**src/hdl/xcpd_pkg.sv**
```systemverilog
package xcpd_pkg;

  localparam int unsigned BYTE_W = 8;
  localparam int unsigned WORD_W = 16;
  localparam int unsigned KIND_W = 2;
  localparam int unsigned CFG_IDX_W = 2;

  localparam logic [BYTE_W-1:0] SYNC1_RST = 8'hAA;
  localparam logic [BYTE_W-1:0] SYNC2_RST = 8'h55;
  localparam logic [WORD_W-1:0] MAX_PL_RST = 16'd256;

  localparam logic [KIND_W-1:0] KIND_DATA   = 2'd0;
  localparam logic [KIND_W-1:0] KIND_GOOD   = 2'd1;
  localparam logic [KIND_W-1:0] KIND_BADSUM = 2'd2;
  localparam logic [KIND_W-1:0] KIND_BADLEN = 2'd3;

  localparam logic [CFG_IDX_W-1:0] CFG_SYNC1  = 2'd0;
  localparam logic [CFG_IDX_W-1:0] CFG_SYNC2  = 2'd1;
  localparam logic [CFG_IDX_W-1:0] CFG_MAX_PL = 2'd2;

  typedef enum logic [2:0] {
    PH_SYNC1   = 3'd0,
    PH_SYNC2   = 3'd1,
    PH_CMD     = 3'd2,
    PH_LEN_HI  = 3'd3,
    PH_LEN_LO  = 3'd4,
    PH_PAYLOAD = 3'd5,
    PH_CHECK   = 3'd6
  } phase_t;

  typedef struct packed {
    phase_t              phase;
    logic [BYTE_W-1:0]   cmd;
    logic [WORD_W-1:0]   len;
    logic [WORD_W-1:0]   cnt;
    logic [BYTE_W-1:0]   xsum;
  } state_t;

  typedef struct packed {
    logic [BYTE_W-1:0]   sync1;
    logic [BYTE_W-1:0]   sync2;
    logic [WORD_W-1:0]   max_pl;
  } cfg_t;

  typedef struct packed {
    logic                vld;
    logic [KIND_W-1:0]   kind;
    logic [BYTE_W-1:0]   cmd;
    logic [BYTE_W-1:0]   payload;
    logic [WORD_W-1:0]   idx;
    logic [WORD_W-1:0]   len;
  } result_t;

endpackage

```
**src/hdl/xcpd_step.sv**
```systemverilog
module xcpd_step (
  input  xcpd_pkg::state_t  st,
  input  xcpd_pkg::cfg_t    cfg,
  input  logic [7:0]        rx_byte,
  output xcpd_pkg::state_t  st_nxt,
  output xcpd_pkg::result_t res
);
  import xcpd_pkg::*;

  logic [WORD_W-1:0] len_full;
  logic [WORD_W:0]   len_bound;
  logic              len_bad;
  logic [WORD_W-1:0] cnt_inc;

  assign len_full  = {st.len[WORD_W-1:BYTE_W], rx_byte};
  assign len_bound = {1'b0, cfg.max_pl} + (WORD_W+1)'(2);
  assign len_bad   = {1'b0, len_full} > len_bound;
  assign cnt_inc   = st.cnt + WORD_W'(1);

  // next state
  always_comb begin
    st_nxt = st;
    unique case (st.phase)
      PH_SYNC2: begin
        st_nxt.phase = (rx_byte == cfg.sync2) ? PH_CMD : PH_SYNC1;
      end
      PH_CMD: begin
        st_nxt.cmd   = rx_byte;
        st_nxt.xsum  = rx_byte;
        st_nxt.phase = PH_LEN_HI;
      end
      PH_LEN_HI: begin
        st_nxt.len   = {rx_byte, {BYTE_W{1'b0}}};
        st_nxt.xsum  = st.xsum ^ rx_byte;
        st_nxt.phase = PH_LEN_LO;
      end
      PH_LEN_LO: begin
        st_nxt.len  = len_full;
        st_nxt.xsum = st.xsum ^ rx_byte;
        st_nxt.cnt  = '0;
        if (len_bad) begin
          st_nxt.phase = PH_SYNC1;
        end else if (len_full == '0) begin
          st_nxt.phase = PH_CHECK;
        end else begin
          st_nxt.phase = PH_PAYLOAD;
        end
      end
      PH_PAYLOAD: begin
        st_nxt.xsum = st.xsum ^ rx_byte;
        st_nxt.cnt  = cnt_inc;
        if (cnt_inc == st.len) begin
          st_nxt.phase = PH_CHECK;
        end
      end
      PH_CHECK: begin
        st_nxt.phase = PH_SYNC1;
      end
      default: begin
        st_nxt.phase = (rx_byte == cfg.sync1) ? PH_SYNC2 : PH_SYNC1;
      end
    endcase
  end

  // result
  always_comb begin
    res         = '0;
    res.cmd     = st.cmd;
    res.len     = st.len;
    unique case (st.phase)
      PH_LEN_LO: begin
        res.vld  = len_bad;
        res.kind = KIND_BADLEN;
        res.len  = len_full;
      end
      PH_PAYLOAD: begin
        res.vld     = 1'b1;
        res.kind    = KIND_DATA;
        res.payload = rx_byte;
        res.idx     = st.cnt;
      end
      PH_CHECK: begin
        res.vld  = 1'b1;
        res.kind = (rx_byte == st.xsum) ? KIND_GOOD : KIND_BADSUM;
      end
      default: begin
        res.vld = 1'b0;
      end
    endcase
  end

endmodule

```
**src/hdl/xor_checked_packet_deframer_core.sv**
```systemverilog
// path: a beat accepted into the input register goes through the parse step, and its result
//   is registered on out_ (no result for sync bytes, nor for header bytes but a too-long length)
// throughput: one byte per cycle while out_ is not stalled by out_tready, set by the parse step
//   between the input register and the result register
// reset (rst_n low, synchronous): hunting for the first sync byte, both stages empty,
//   registers back to sync 0xAA / 0x55 and max payload 256
module xor_checked_packet_deframer_core (
  input  logic                          clk,
  input  logic                          rst_n,
  input  logic                          in_tvalid,
  output logic                          in_tready,
  input  logic [7:0]                    in_tdata,   // rx_byte
  output logic                          out_tvalid,
  input  logic                          out_tready,
  output logic [47:0]                   out_tdata,  // command, payload_byte, byte_index, length
  output logic [1:0]                    out_tuser,  // kind
  input  logic                          cfg_valid,
  output logic                          cfg_ready,
  input  logic [xcpd_pkg::CFG_IDX_W-1:0] cfg_index,
  input  logic [15:0]                   cfg_data
);
  import xcpd_pkg::*;

  cfg_t              cfg_r;
  state_t            st_r;
  state_t            st_nxt;
  result_t           res;
  logic              in_v_r;
  logic              in_v_nxt;
  logic [BYTE_W-1:0] in_byte_r;
  logic              out_v_r;
  logic              out_v_nxt;
  logic [KIND_W-1:0] out_kind_r;
  logic [47:0]       out_data_r;
  logic              adv;

  assign cfg_ready = 1'b1;

  always_ff @(posedge clk) begin
    if (!rst_n) begin
      cfg_r.sync1  <= SYNC1_RST;
      cfg_r.sync2  <= SYNC2_RST;
      cfg_r.max_pl <= MAX_PL_RST;
    end else if (cfg_valid) begin
      case (cfg_index)
        CFG_SYNC1:  cfg_r.sync1  <= cfg_data[BYTE_W-1:0];
        CFG_SYNC2:  cfg_r.sync2  <= cfg_data[BYTE_W-1:0];
        CFG_MAX_PL: cfg_r.max_pl <= cfg_data;
        default:    cfg_r        <= cfg_r;
      endcase
    end
  end

  // input stage moves on when the result slot is free or being drained
  assign adv       = in_v_r && (!out_v_r || out_tready);
  assign in_tready = !in_v_r || adv;
  assign in_v_nxt  = in_tready ? in_tvalid : in_v_r;

  always_comb begin
    out_v_nxt = out_v_r && !out_tready;
    if (adv && res.vld) begin
      out_v_nxt = 1'b1;
    end
  end

  xcpd_step u_step (
    .st      (st_r),
    .cfg     (cfg_r),
    .rx_byte (in_byte_r),
    .st_nxt  (st_nxt),
    .res     (res)
  );

  always_ff @(posedge clk) begin
    if (!rst_n) begin
      in_v_r  <= 1'b0;
      out_v_r <= 1'b0;
      st_r    <= '{phase: PH_SYNC1, default: '0};
    end else begin
      in_v_r  <= in_v_nxt;
      out_v_r <= out_v_nxt;
      if (adv) begin
        st_r <= st_nxt;
      end
    end
  end

  always_ff @(posedge clk) begin
    if (in_tready) begin
      in_byte_r <= in_tdata;
    end
    if (adv && res.vld) begin
      out_kind_r <= res.kind;
      out_data_r <= {res.len, res.idx, res.payload, res.cmd};
    end
  end

  assign out_tvalid = out_v_r;
  assign out_tuser  = out_kind_r;
  assign out_tdata  = out_data_r;

  a_idx_in_range: assert property (@(posedge clk) disable iff (!rst_n)
    out_tvalid && out_tuser == KIND_DATA |-> out_tdata[31:16] < out_tdata[47:32])
    else $error("payload index not below declared length");

  a_status_zero: assert property (@(posedge clk) disable iff (!rst_n)
    out_tvalid && out_tuser != KIND_DATA |-> out_tdata[31:8] == '0)
    else $error("status beat carries payload or index");

  a_stall_holds_item: assert property (@(posedge clk) disable iff (!rst_n)
    in_v_r && !adv |=> in_v_r && $stable(in_byte_r) && $stable(st_r))
    else $error("stalled byte lost or state moved");

  a_payload_has_len: assert property (@(posedge clk) disable iff (!rst_n)
    st_r.phase == PH_PAYLOAD |-> st_r.len != '0)
    else $error("payload phase with zero length");

endmodule
```
**config.mk**
```make
export PLATFORM = sky130hd
export DESIGN_NAME = xor_checked_packet_deframer_core
export DESIGN_NICKNAME = d
export VERILOG_FILES = /design/src/hdl/xcpd_pkg.sv /design/src/hdl/xcpd_step.sv /design/src/hdl/xor_checked_packet_deframer_core.sv
export SDC_FILE = /design/constraint.sdc
export NUM_CORES = 1
export LEC_CHECK = 0
export BUFFER_PORTS_ARGS = -buffer_cell sky130_fd_sc_hd__buf_4
export CORE_MARGIN = 2
export CORE_UTILIZATION = 55
export CTS_CLUSTER_DIAMETER = 60
export DETAILED_ROUTE_END_ITERATION = 6
export GPL_TIMING_DRIVEN = 1
export PLACE_DENSITY = 0.84
export SLEW_MARGIN = 20
export SYNTH_ARGS = -nofsm -noshare
export SYNTH_HDL_FRONTEND = slang
export SYNTH_SLANG_ARGS = --single-unit
```
**constraint.sdc**
```tcl
create_clock -name clk -period 5.5 [get_ports clk]
set_clock_uncertainty 0.2 [all_clocks]
set_input_delay 0.55 -clock clk [delete_from_list [all_inputs] [get_ports clk]]
set_output_delay 0.55 -clock clk [all_outputs]
set_load 0.005 [all_outputs]
```
==> reports/results.tsv <==
stage	metric	value	unit
run_status	status	complete, no violations	
route	final WL	16970	um
flow_run	Max-Cap Viols	0	
cts	Root Buffer	clkbuf_16	
worst_setup_path	RR Endpoint	out_tdata[6]	
synth	number of synthesized flops with an enable pin	58	
placed_design	placed cell area	0.007746	mm^2
die	Die ar.	0.01401	mm^2
route	Via Count	5813	
worst_setup_path	startpoint types	flip-flop	
grt	vias in the first global route	5632	
timing	Final Hold Vio Count	0	
layout	Post-Layout Inst Area	0.008382	mm^2
cts	CTS sink count	143	
die	IO Pins	84	
route	Remaining DRCs	0	
die	num rows	41	
placed_design	Placed Cells	958	
layout	Syn-to-layout area delta	16.54	%
layout	Non-Filler Instances	990	
cts	deepest clock path buffer count	2	
layout	final core occ	66.15	%
worst_hold_path	Hold Crit Start	in_tdata[0]	
worst_setup_path	Critical R2R Launch	cfg_r[4]	
worst_hold_path	hold path depth	1	
worst_setup_path	cells on worst reg2reg path	14	
placed_design	I/O Buffers	82	
power_and_ir_drop	Leak	3.255	nW
timing	final period utilization	81.30	%
cts	CTS buffer count	17	
route	drt first pass iters	5	
worst_setup_path	WS Path Type	reg -> reg	
timing	worst setup margin	1.029	ns
worst_setup_path	Worst R2R Setup Slack	1.03	ns
cts	number of H-tree levels	4	
synth	post-synthesis register bit count	143	
timing	worst hold slack	0.09714	ns
worst_hold_path	Hold EP	in_byte_r[0]	
synth	Top FF cell, synth	dfxtp_1	
cts	later-pin clock latency in the skew report	0.43	ns
die	Core Box Area	0.01267	mm^2
die	Die X	118.4	um
timing	final slew viol count	0	
timing	setup TNS	0	ns
worst_setup_path	crit path DAT	4.36	ns
timing	Setup Viol. Count Final	0	
worst_setup_path	Max FO, Critical Path	31	
placed_design	RePlAce Congestion	0.8937	
worst_setup_path	Setup crit end kind	flip-flop	
synth	Mapped Cells	753	
cts	Post-CTS Setup Bufs	0	
cts	Hold-fix buffers, CTS	0	
worst_setup_path	CP Launch Point	cfg_r[4]	
die	Die H	118.4	um
timing	minimum clock period after layout	4.471	ns
synth	YS warnings	0	
synth	Async SR Flop Fraction	0	%
cts	CTS tree	done	
layout	most common cell after layout, fill and taps aside	nand2_1	
timing	Slew @ Worst Pin	1.035	ns
grt	first-pass GRT wire length	27230	um
timing	Max Freq	223.6	MHz
route	antenna-violating nets left	0	
die	initial core utilization	56.76	%
layout	share of post-route cells with drive strength above 1	14.67	%
route	DRT iter0 DRCs	399	
layout	commonest non-fill, non-tap cells in the layout	nand2_1, dfxtp_1, buf_4, edfxtp_1, nor2b_1	
timing	unrepaired setup endpoints after global routing	no	
power_and_ir_drop	total power	2.505	mW
synth	Cell Area, Synth	0.007192	mm^2
synth	syn avg cell area	9.551	um^2
grt	initial antenna violation count	0	
layout	Net count, final	854	
cts	Worst-path clk slew	0.06	ns
placed_design	pre-CTS setup slack	1.130	ns
synth	fraction of the yosys area taken by sequential cells	47.88	%
placed_design	DP HPWL	11250	um
layout	Antenna Cells	0	
grt	largest net degree at the start of global routing	86	
power_and_ir_drop	PD cells	298.8	mW/mm^2
synth	Synthesized Nets	802	
grt	total gr overflow	0	
grt	gr usage total	24.43	%
worst_setup_path	critical path required time	5.39	ns
power_and_ir_drop	VDD IR max	233.8	uV
timing	max_slew headroom	30.71	%
worst_hold_path	HP Class	in -> reg	
route	routed length per placed instance	17.15	um
route	Vias/cell	5.872	
cts	post-cts sizing count	0	
synth	count of different cell masters after synthesis	57	
## registers in the layout (all words and copies together) (netlist names)
signal,cells
out_tdata,48
out_tvalid,1
st_r,51
in_byte_r,8
out_tuser,2
in_v_r,1
cfg_r,32
## critical path, cell delays in order, from the launching register on
cell and delay (ns):
dfxtp_1 0.42, nand3_1 0.14, nor2_1 0.20, nand2_1 0.08, nor2_1 0.22, nand4_1 0.14
xor2_1 0.16, ha_1 0.31, nand4_1 0.13, nor4_1 0.39, o31ai_1 0.13, a31oi_1 0.37
or3_1 0.19, and4_2 0.57, buf_4 0.45
## metal layers
metal  vias up  track usage, %  part of all wire, %
met5         -               0                    0
met4         0           12.05                  2.7
met3        50           4.971                  5.8
met2       247           42.16                   51
met1      2763           28.87                   40
li1       2753               -                    -
## cell usage after synthesis (3+ instances only)
| library cell | n | area (um^2) |
|---|---|---|
| nor3b_1 | 4 | 30.03 |
| nor3_1 | 16 | 80.08 |
| a31oi_1 | 3 | 18.77 |
| dfxtp_1 | 85 | 1702 |
| buf_4 | 3 | 22.52 |
| nor2_1 | 35 | 131.4 |
| inv_1 | 11 | 41.29 |
| or3_1 | 5 | 31.28 |
| o21ai_0 | 36 | 180.2 |
| nand4_1 | 15 | 93.84 |
| nor4_1 | 12 | 75.07 |
| ha_1 | 18 | 225.2 |
| xor2_1 | 26 | 227.7 |
| a21boi_0 | 29 | 217.7 |
| mux2i_1 | 23 | 230.2 |
| clkbuf_1 | 37 | 138.9 |
| and3_1 | 18 | 112.6 |
| o211ai_1 | 4 | 30.03 |
| edfxtp_1 | 58 | 1742 |
| nand2b_1 | 4 | 25.02 |
| nand2_1 | 121 | 454.2 |
| nand3b_1 | 3 | 22.52 |
| and2_1 | 6 | 37.54 |
| clkbuf_8 | 4 | 55.05 |
| nand3_1 | 28 | 140.1 |
| a22oi_1 | 18 | 135.1 |
| xnor2_1 | 32 | 280.3 |
| o21a_1 | 3 | 22.52 |
| nor2b_1 | 45 | 281.5 |
| a21oi_1 | 18 | 90.09 |
## area by class of cell
cell class                 instances  area, um^2
sequential                       143        3443
tap                              172       215.2
multi-input combinational        548        3416
clock buffer                      19       442.9
fill                            1006        4289
timing repair buffer              84       630.6
inverter                          11       41.29
clock inverter                    13       192.7
## worst max path at each step
stage | endpoint | slack [ns] | depth (start not counted)
after floorplan | out_tdata[0] | 1.22 | 13
after global placement | out_tdata[1] | 1.31 | 14
after detailed placement | out_tdata[1] | 1.13 | 14
after CTS | out_tdata[12] | 1.08 | 14
after global routing | out_tdata[6] | 0.62 | 14
final | out_tdata[6] | 1.03 | 14
## cells by family (layout without fill, tap and decap cells)
group | after synthesis | in the layout | share of synthesized area, %
adder cells (fa/ha/maj) | 18 | 18 | 3.132
AO/OA/AOI/OAI | 125 | 125 | 11.38
flip-flops | 143 | 143 | 47.88
buffers and inverters | 62 | 127 | 4.680
multiplexers | 23 | 23 | 3.201
AND/OR/NAND/NOR | 323 | 323 | 22.62
other | 1 | 1 | 0.05214
XOR/XNOR | 58 | 58 | 7.063
## where the power goes
part	leakage, nW	switching (mW)	total, mW	internal [mW]
Clock	0.308	0.431	1.24	0.808
Combinational	1.66	0.0592	0.116	0.0571
Sequential	1.29	0.0355	1.15	1.11
Total	3.25	0.525	2.50	1.98
No activity file was read; power rests on OpenSTA's default activity.
